**src/hdl/lts_pkg.sv**
```systemverilog
// ----------------------------------------------------------------------------
// Lottery ticket scheduler package
// Sizes, codes and the command and status bundles shared by all modules.
// ----------------------------------------------------------------------------
package lts_pkg;

    // Sizing of the ticket table.
    localparam int MAX_PROCS  = 16;
    localparam int MAX_REFILL = 15;

    localparam int IDX_W = (MAX_PROCS > 1) ? $clog2(MAX_PROCS) : 1;
    localparam int N_W   = $clog2(MAX_PROCS + 1);
    localparam int CNT_W = $clog2(MAX_REFILL + 1);
    localparam int TOT_W = $clog2(MAX_PROCS * MAX_REFILL + 1);

    // Fixed field widths of the ports.
    localparam int OP_W       = 2;
    localparam int RND_W      = 31;
    localparam int PID_W      = 4;
    localparam int WIN_W      = 4;
    localparam int POS_W      = 8;
    localparam int TOT_OUT_W  = 8;
    localparam int REFILL_W   = 4;
    localparam int ACTIVE_W   = 5;
    localparam int CFG_W      = 5;
    localparam int CFG_IDX_W  = 1;
    localparam int MOD_CNT_W  = $clog2(RND_W);

    // Configuration register indexes.
    localparam logic [CFG_IDX_W-1:0] CFG_TICKET_REFILL    = 1'b0;
    localparam logic [CFG_IDX_W-1:0] CFG_ACTIVE_PROCESSES = 1'b1;

    // Reset values of the configuration registers.
    localparam logic [REFILL_W-1:0] REFILL_RESET = 4'd5;
    localparam logic [ACTIVE_W-1:0] ACTIVE_RESET = 5'd15;

    // Operation codes of an input item.
    typedef enum logic [OP_W-1:0] {
        OP_INIT   = 2'd0,
        OP_DRAW   = 2'd1,
        OP_FINISH = 2'd2,
        OP_NONE   = 2'd3
    } opcode_t;

    // Commands from the controller to the datapath.
    typedef struct packed {
        logic accept;
        logic do_init;
        logic do_finish;
        logic sum_step;
        logic mod_start;
        logic mod_step;
        logic walk_step;
        logic do_update;
        logic load_result;
        logic result_win;
    } cmd_t;

    // Status from the datapath to the controller.
    typedef struct packed {
        logic sum_done;
        logic total_zero;
        logic mod_last;
        logic walk_hit;
    } status_t;

endpackage

```
**src/hdl/lts_ctrl.sv**
```systemverilog
// ----------------------------------------------------------------------------
// Lottery ticket scheduler controller
// Sequences one item at a time: init, finish, or draw sum, modulo, walk, update.
// ----------------------------------------------------------------------------
module lts_ctrl (
    input  logic                        clk,
    input  logic                        rst_n,
    input  logic                        in_valid,
    output logic                        in_stall,
    input  logic [lts_pkg::OP_W-1:0]    opcode,
    output logic                        out_valid,
    input  logic                        out_stall,
    output lts_pkg::cmd_t               cmd,
    input  lts_pkg::status_t            status
);
    import lts_pkg::*;

    typedef enum logic [8:0] {
        S_IDLE   = 9'b000000001,
        S_INIT   = 9'b000000010,
        S_FINISH = 9'b000000100,
        S_SUM    = 9'b000001000,
        S_CHECK  = 9'b000010000,
        S_MOD    = 9'b000100000,
        S_WALK   = 9'b001000000,
        S_UPDATE = 9'b010000000,
        S_RESULT = 9'b100000000
    } state_t;

    state_t state_reg;
    state_t state_next;
    logic   win_reg;
    logic   win_next;
    logic   out_valid_reg;
    logic   out_valid_next;
    logic   out_free;

    // The output register is free when empty or being taken this cycle.
    assign out_free  = !out_valid_reg || !out_stall;
    assign in_stall  = (state_reg != S_IDLE);
    assign out_valid = out_valid_reg;

    // Next-state and command decode.
    always_comb
    begin
        cmd            = '0;
        state_next     = state_reg;
        win_next       = win_reg;
        out_valid_next = out_valid_reg && out_stall;
        case (state_reg)
            S_IDLE:
            begin
                if (in_valid)
                begin
                    cmd.accept = 1'b1;
                    win_next   = 1'b0;
                    case (opcode_t'(opcode))
                        OP_INIT:   state_next = S_INIT;
                        OP_DRAW:   state_next = S_SUM;
                        OP_FINISH: state_next = S_FINISH;
                        default:   state_next = S_RESULT;
                    endcase
                end
            end
            S_INIT:
            begin
                cmd.do_init = 1'b1;
                state_next  = S_RESULT;
            end
            S_FINISH:
            begin
                cmd.do_finish = 1'b1;
                state_next    = S_RESULT;
            end
            S_SUM:
            begin
                if (status.sum_done)
                begin
                    state_next = S_CHECK;
                end
                else
                begin
                    cmd.sum_step = 1'b1;
                end
            end
            S_CHECK:
            begin
                if (status.total_zero)
                begin
                    state_next = S_RESULT;
                end
                else
                begin
                    cmd.mod_start = 1'b1;
                    state_next    = S_MOD;
                end
            end
            S_MOD:
            begin
                cmd.mod_step = 1'b1;
                if (status.mod_last)
                begin
                    state_next = S_WALK;
                end
            end
            S_WALK:
            begin
                cmd.walk_step = 1'b1;
                if (status.walk_hit)
                begin
                    state_next = S_UPDATE;
                end
            end
            S_UPDATE:
            begin
                cmd.do_update = 1'b1;
                win_next      = 1'b1;
                state_next    = S_RESULT;
            end
            S_RESULT:
            begin
                if (out_free)
                begin
                    cmd.load_result = 1'b1;
                    cmd.result_win  = win_reg;
                    out_valid_next  = 1'b1;
                    state_next      = S_IDLE;
                end
            end
            default:
            begin
                state_next = S_IDLE;
            end
        endcase
    end

    // Control registers.
    always_ff @(posedge clk or negedge rst_n)
    begin
        if (!rst_n)
        begin
            state_reg     <= S_IDLE;
            win_reg       <= 1'b0;
            out_valid_reg <= 1'b0;
        end
        else
        begin
            state_reg     <= state_next;
            win_reg       <= win_next;
            out_valid_reg <= out_valid_next;
        end
    end

endmodule

```
**src/hdl/lts_dpath.sv**
```systemverilog
// ----------------------------------------------------------------------------
// Lottery ticket scheduler datapath
// Ticket table, configuration, running sum, serial modulo and result register.
// ----------------------------------------------------------------------------
module lts_dpath (
    input  logic                              clk,
    input  logic                              rst_n,
    input  logic                              cfg_write,
    input  logic [lts_pkg::CFG_IDX_W-1:0]     cfg_index,
    input  logic [lts_pkg::CFG_W-1:0]         cfg_data,
    input  logic [lts_pkg::RND_W-1:0]         random_word,
    input  logic [lts_pkg::PID_W-1:0]         process_id,
    input  lts_pkg::cmd_t                     cmd,
    output lts_pkg::status_t                  status,
    output logic                              winner_valid,
    output logic [lts_pkg::WIN_W-1:0]         winner_id,
    output logic [lts_pkg::POS_W-1:0]         drawn_position,
    output logic [lts_pkg::TOT_OUT_W-1:0]     total_tickets
);
    import lts_pkg::*;

    logic [REFILL_W-1:0]  refill_cfg_reg;
    logic [ACTIVE_W-1:0]  active_cfg_reg;
    logic [CNT_W-1:0]     counts_reg [MAX_PROCS];

    logic [RND_W-1:0]     rnd_reg;
    logic [PID_W-1:0]     pid_reg;
    logic [N_W-1:0]       idx_reg;
    logic [TOT_W-1:0]     total_reg;
    logic [TOT_W-1:0]     acc_reg;
    logic [TOT_W-1:0]     rem_reg;
    logic [TOT_W-1:0]     rem_next;
    logic [MOD_CNT_W-1:0] mod_cnt_reg;
    logic [IDX_W-1:0]     winner_reg;
    logic [CNT_W-1:0]     win_cnt_reg;

    logic                 winner_valid_reg;
    logic [WIN_W-1:0]     winner_id_reg;
    logic [POS_W-1:0]     drawn_position_reg;
    logic [TOT_OUT_W-1:0] total_tickets_reg;

    logic [N_W-1:0]       n_eff;
    logic [CNT_W-1:0]     refill_eff;
    logic [CNT_W-1:0]     rd_cnt;
    logic [TOT_W-1:0]     acc_sum;
    logic [TOT_W:0]       trial;
    logic [TOT_W:0]       tot_ext;

    // Clamp the configuration to the table size and count range.
    assign n_eff      = (int'(active_cfg_reg) > MAX_PROCS) ? N_W'(MAX_PROCS)
                                                           : N_W'(active_cfg_reg);
    assign refill_eff = (int'(refill_cfg_reg) > MAX_REFILL) ? CNT_W'(MAX_REFILL)
                                                            : CNT_W'(refill_cfg_reg);

    // Single read port of the ticket table, addressed by the scan index.
    assign rd_cnt  = counts_reg[idx_reg[IDX_W-1:0]];
    assign acc_sum = acc_reg + TOT_W'(rd_cnt);

    // One restoring division step: shift in the next random bit.
    assign trial   = {rem_reg, rnd_reg[RND_W-1]};
    assign tot_ext = {1'b0, total_reg};
    assign rem_next = (trial >= tot_ext) ? TOT_W'(trial - tot_ext) : TOT_W'(trial);

    // Status back to the controller.
    assign status.sum_done   = !(idx_reg < n_eff);
    assign status.total_zero = (total_reg == '0);
    assign status.mod_last   = (mod_cnt_reg == MOD_CNT_W'(RND_W - 1));
    assign status.walk_hit   = (rem_reg < acc_sum) || (idx_reg == n_eff - N_W'(1));

    // Configuration registers.
    always_ff @(posedge clk or negedge rst_n)
    begin
        if (!rst_n)
        begin
            refill_cfg_reg <= REFILL_RESET;
            active_cfg_reg <= ACTIVE_RESET;
        end
        else if (cfg_write)
        begin
            case (cfg_index)
                CFG_TICKET_REFILL:    refill_cfg_reg <= cfg_data[REFILL_W-1:0];
                CFG_ACTIVE_PROCESSES: active_cfg_reg <= cfg_data[ACTIVE_W-1:0];
                default:              ;
            endcase
        end
    end

    // Ticket table: init, finish and the post-draw decrement with reload.
    always_ff @(posedge clk or negedge rst_n)
    begin
        if (!rst_n)
        begin
            for (int i = 0; i < MAX_PROCS; i++)
            begin
                counts_reg[i] <= '0;
            end
        end
        else
        begin
            for (int i = 0; i < MAX_PROCS; i++)
            begin
                if (cmd.do_init)
                begin
                    counts_reg[i] <= (N_W'(i) < n_eff) ? refill_eff : '0;
                end
                else if (cmd.do_finish && (int'(pid_reg) == i))
                begin
                    counts_reg[i] <= '0;
                end
                else if (cmd.do_update && (winner_reg == IDX_W'(i)))
                begin
                    counts_reg[i] <= (win_cnt_reg == CNT_W'(1)) ? refill_eff
                                                                : win_cnt_reg - CNT_W'(1);
                end
            end
        end
    end

    // Working registers of a draw.
    always_ff @(posedge clk)
    begin
        if (cmd.accept)
        begin
            rnd_reg   <= random_word;
            pid_reg   <= process_id;
            idx_reg   <= '0;
            total_reg <= '0;
        end
        if (cmd.sum_step)
        begin
            total_reg <= total_reg + TOT_W'(rd_cnt);
            idx_reg   <= idx_reg + N_W'(1);
        end
        if (cmd.mod_start)
        begin
            rem_reg     <= '0;
            mod_cnt_reg <= '0;
            idx_reg     <= '0;
            acc_reg     <= '0;
        end
        if (cmd.mod_step)
        begin
            rem_reg     <= rem_next;
            rnd_reg     <= {rnd_reg[RND_W-2:0], 1'b0};
            mod_cnt_reg <= mod_cnt_reg + MOD_CNT_W'(1);
        end
        if (cmd.walk_step)
        begin
            if (status.walk_hit)
            begin
                winner_reg  <= idx_reg[IDX_W-1:0];
                win_cnt_reg <= rd_cnt;
            end
            else
            begin
                idx_reg <= idx_reg + N_W'(1);
                acc_reg <= acc_sum;
            end
        end
    end

    // Result register: zero fields unless a draw found a winner.
    always_ff @(posedge clk)
    begin
        if (cmd.load_result)
        begin
            if (cmd.result_win)
            begin
                winner_valid_reg   <= 1'b1;
                winner_id_reg      <= WIN_W'(winner_reg);
                drawn_position_reg <= POS_W'(rem_reg);
                total_tickets_reg  <= TOT_OUT_W'(total_reg);
            end
            else
            begin
                winner_valid_reg   <= 1'b0;
                winner_id_reg      <= '0;
                drawn_position_reg <= '0;
                total_tickets_reg  <= '0;
            end
        end
    end

    assign winner_valid   = winner_valid_reg;
    assign winner_id      = winner_id_reg;
    assign drawn_position = drawn_position_reg;
    assign total_tickets  = total_tickets_reg;

endmodule

```
**src/hdl/lottery_ticket_scheduler.sv**
```systemverilog
// ----------------------------------------------------------------------------
// Lottery ticket scheduler
// Ticket-count lottery: init, draw a weighted winner, and finish a process.
// ----------------------------------------------------------------------------
// One item is handled at a time and every item returns one result item. Init
// and finish pass through their own state and then the result state, and the
// unused opcode goes straight to the result state, which waits while the
// output register is full and held. A draw sums the active processes' counts
// through the table's single read port, runs a one-bit-per-cycle restoring
// modulo of the random word, walks the cumulative counts, and passes through
// check, update and result states. A draw on an empty lottery ends after the
// sum. A new item is accepted as soon as the previous result sits in the output
// register, even while it waits to be taken.
module lottery_ticket_scheduler (
    input  logic                              clk,
    input  logic                              rst_n,
    input  logic                              cfg_write,
    input  logic [lts_pkg::CFG_IDX_W-1:0]     cfg_index,
    input  logic [lts_pkg::CFG_W-1:0]         cfg_data,
    input  logic                              in_valid,
    output logic                              in_stall,
    input  logic [lts_pkg::OP_W-1:0]          opcode,
    input  logic [lts_pkg::RND_W-1:0]         random_word,
    input  logic [lts_pkg::PID_W-1:0]         process_id,
    output logic                              out_valid,
    input  logic                              out_stall,
    output logic                              winner_valid,
    output logic [lts_pkg::WIN_W-1:0]         winner_id,
    output logic [lts_pkg::POS_W-1:0]         drawn_position,
    output logic [lts_pkg::TOT_OUT_W-1:0]     total_tickets
);
    import lts_pkg::*;

    cmd_t    cmd;
    status_t status;

    // Sequencer.
    lts_ctrl u_ctrl (
        .clk       (clk),
        .rst_n     (rst_n),
        .in_valid  (in_valid),
        .in_stall  (in_stall),
        .opcode    (opcode),
        .out_valid (out_valid),
        .out_stall (out_stall),
        .cmd       (cmd),
        .status    (status)
    );

    // Ticket table and arithmetic.
    lts_dpath u_dpath (
        .clk            (clk),
        .rst_n          (rst_n),
        .cfg_write      (cfg_write),
        .cfg_index      (cfg_index),
        .cfg_data       (cfg_data),
        .random_word    (random_word),
        .process_id     (process_id),
        .cmd            (cmd),
        .status         (status),
        .winner_valid   (winner_valid),
        .winner_id      (winner_id),
        .drawn_position (drawn_position),
        .total_tickets  (total_tickets)
    );

endmodule

```
**config.mk**
```make
export PLATFORM = sky130hd
export DESIGN_NAME = lottery_ticket_scheduler
export DESIGN_NICKNAME = d
export VERILOG_FILES = /design/src/hdl/lts_pkg.sv /design/src/hdl/lts_ctrl.sv /design/src/hdl/lts_dpath.sv /design/src/hdl/lottery_ticket_scheduler.sv
export SDC_FILE = /design/constraint.sdc
export NUM_CORES = 1
export LEC_CHECK = 0
export BUFFER_PORTS_ARGS = -buffer_cell sky130_fd_sc_hd__buf_4
export CORE_MARGIN = 4
export CORE_UTILIZATION = 62
export CTS_CLUSTER_SIZE = 12
export DETAILED_ROUTE_END_ITERATION = 8
export PLACE_DENSITY = 0.82
export SLEW_MARGIN = 10
export SYNTH_ARGS = -nofsm -noshare
export SYNTH_HDL_FRONTEND = slang
export SYNTH_HIERARCHICAL = 1
export SYNTH_SLANG_ARGS = --single-unit
```
**constraint.sdc**
```tcl
create_clock -name clk -period 10.08 [get_ports clk]
set_input_delay 1.008 -clock clk [delete_from_list [all_inputs] [get_ports clk]]
set_output_delay 1.008 -clock clk [all_outputs]
set_load 0.01 [all_outputs]
```
==> results.toml <==
[run_status]
outcome = "finished clean"

[sta]
period_minus_slack_ns = 5.16
setup_tns_ns = 0
slew_headroom_pct = 19.3
worst_pin_slew_ns = 1.20
timing.fmax_mhz = 194
min_period_over_period_pct = 51.2
setup_viol_count_final = 0
hold_viol_final = 0
hold_slack_ns = 0.442
skew_ns = 0.00977
finalMaxSlewViolations = 0
rsz0062_at_grt = "false"

[hold_path]
worstHoldPathType = "in -> async"

[clock_tree]
htreeDepth = 4
cts_tree = "yes"
cts_buffer_depth = 2
cts_setup_buffers = 0
holdBufCountCts = 0
clk_pin_slew_ns = 0.07
cts_buffers = 17
cts-resized-gates = 0
cts_sinks = 182
insertion_delay_ns = 0.44
root_buffer = "clkbuf_16"

[floorplanning]
ios = 71
dieArea_mm2 = 0.0181
num_rows = 46
start_util_pct = 63.0
core-area_mm2 = 0.0158
die_x_um = 135
die_h_um = 135

[setup_path]
r2r_slack_ns = 4.92
required_ns = 10.41
crit_slowest_cell = "dfxtp_1"
critPathLaunchType = "flop"
cp_data_arrival_time_ns = 5.49
critical_path_class = "reg -> reg"
critPathMaxFanout = 19
worst_setup_path_end_kind = "flop"
slowest_delay_ns = 0.68
crit_chain = "buf_4, mux2i_1, a221oi_1, a22oi_1, nand2_1, ha_1, fa_1, a21o_1, a21oi_1, xor2_1, ha_1, a21o_1, a211o_1, a41o_1, o211ai_4, nor4_1, a211oi_1, o21ai_0, nor4b_1"

[detailed_routing]
drc = 0
final_antenna_net_count = 0
vias = 7835
dr.pass1.iters = 9
via_per_inst = 6.45
wl_um = 24400
drt_iter0_markers = 912
wl_per_cell_um = 20.0

[layout]
n_antenna_cell = 0
largest_reg_flops = 64
syn_to_final_growth_pct = 13.0
fin_cells = 1215
layout_common_cells = "103 x nand2_1, 84 x edfxtp_1, 79 x buf_4"
fin_nets = 1072
drive_above_1_share_pct = 16.4
final_common_cell = "nand2_1"

[yosys]
synthArstFlopShare_pct = 46.2
synth.yosys.warnings = 6
synth.distinct_cells = 76
synth.avg_cell_area_um2 = 10.7
netlist_area_mm2 = 0.00993
ys_seq_elements = 182
synthFlopType = "edfxtp_1"
synth_edf_count = 84
syn-num-nets = 1016
yosysSeqAreaShare_pct = 49.5
synthCells = 930

[power]
p_leak_nw = 4.65
power_mw = 2.57
ir_drop_mv = 0.150
power_density_mw_per_mm2 = 229

[global_routing]
grt_max_degree = 65
grt-ovfl-total = 0
antenna_found_initial = 1
grtUsageTotal_pct = 27.6
grt_pass1_vias = 7171
grt_pass1_wl_um = 39100

[place]
post-place-cells = 1183
gp_congestion = 0.956
port_buffers = 70
dpl.hpwl_um = 17500

[flow_run]
drv_cap = 0
synth_stat cells (all sizes together), types with 6 or more instances:
| cell type | count | area [um2] |
|---|---|---|
| inv | 34 | 128 |
| o21ai | 84 | 420 |
| a21o | 10 | 75.1 |
| xor2 | 9 | 78.8 |
| dfrtp | 77 | 1930 |
| mux4 | 8 | 180 |
| or3 | 10 | 63.8 |
| a211oi | 6 | 57.6 |
| a22oi | 61 | 458 |
| nand2b | 8 | 50.1 |
| dfxtp | 14 | 280 |
| nor3 | 14 | 75.1 |
| nand2 | 103 | 387 |
| mux2 | 11 | 124 |
| clkbuf | 31 | 116 |
| mux2i | 27 | 270 |
| edfxtp | 84 | 2520 |
| or2 | 8 | 50.1 |
| nor2 | 31 | 116 |
| and2 | 38 | 238 |
| a22o | 33 | 289 |
| dfstp | 7 | 184 |
| a221oi | 9 | 78.8 |
| o21a | 10 | 75.1 |
| a31oi | 8 | 50.1 |
| nand3 | 6 | 30.0 |
| xnor2 | 18 | 158 |
| ha | 35 | 438 |
| a21oi | 24 | 124 |
| buf | 11 | 55.0 |
| a21boi | 12 | 90.1 |
| nor2b | 26 | 163 |
kinds of logic (layout without fill, tap and decap cells):
logic type	after synthesis	after routing	share of synthesized area (%)
adders and majority gates	38	38	5.01
and+or+nand+nor	273	273	14.2
xor gates and xnor gates	27	27	2.38
AOI/OAI and AO/OA	286	286	20.1
DFF	182	182	49.5
muxes	46	46	5.78
buffers and inverters	78	147	3.10
critical path, delay by kind of cell (launching register included):
| family | cells | cell delay [ns] |
|---|---|---|
| adders and majority gates | 3 | 0.90 |
| buffers and inverters | 1 | 0.40 |
| DFF | 1 | 0.68 |
| AOI/OAI and AO/OA | 10 | 2.07 |
| muxes | 1 | 0.25 |
| and+or+nand+nor | 3 | 0.53 |
| xor gates and xnor gates | 1 | 0.20 |
area by class of cell:
type,instances,area [um2]
Fill cell,1181,4550
Timing Repair Buffer,79,593
Inverter,36,136
Sequential cell,182,4910
Clock inverter,15,140
Multi-Input combinational cell,670,4740
Tap cell,216,270
Clock buffer,17,425
metal layers:
| layer | vias up | global-route usage, % | part of all wire, % |
|---|---|---|---|
| li1 | 3579 | - | - |
| met2 | 438 | 40.0 | 44 |
| met1 | 3762 | 40.7 | 43 |
| met3 | 54 | 7.97 | 11 |
| met5 | - | 0 | 0.053 |
| met4 | 2 | 8.37 | 2.2 |
stage by stage:
stage	instance area, um2	setup slack, ns	util (%)
finish	11200	4.92	71.2
global route	11200	4.49	71.2
CTS	11200	4.94	71.1
detailed placement	10700	4.96	67.5
global placement	10700	5.10	67.5
floorplan	9930	5.28	-
final timing paths:
kind,cells after the start,start,to
hold / removal,1,rst_n,u_dpath/counts_reg[34]$_DFFE_PN0P_
setup / recovery,19,u_dpath/idx_reg[0]$_DFF_P_,u_ctrl/state_reg[4]$_DFFE_PN0P_
min in group clk,2,u_dpath/counts_reg[62]$_DFFE_PN0P_,u_dpath/counts_reg[62]$_DFFE_PN0P_
hold reg to reg,2,u_dpath/counts_reg[62]$_DFFE_PN0P_,u_dpath/counts_reg[62]$_DFFE_PN0P_
setup reg to reg,19,u_dpath/idx_reg[0]$_DFF_P_,u_ctrl/state_reg[4]$_DFFE_PN0P_
max in group asynchronous,2,rst_n,u_ctrl/state_reg[5]$_DFFE_PN0P_
report_power, final:
part	switching, mW	leakage [nW]	internal [mW]
logic	0.417	2.40	0.339
registers	0.168	1.97	1.00
clock network	0.302	0.268	0.345
total	0.888	4.65	1.69
(Power assumes the default switching activity.)
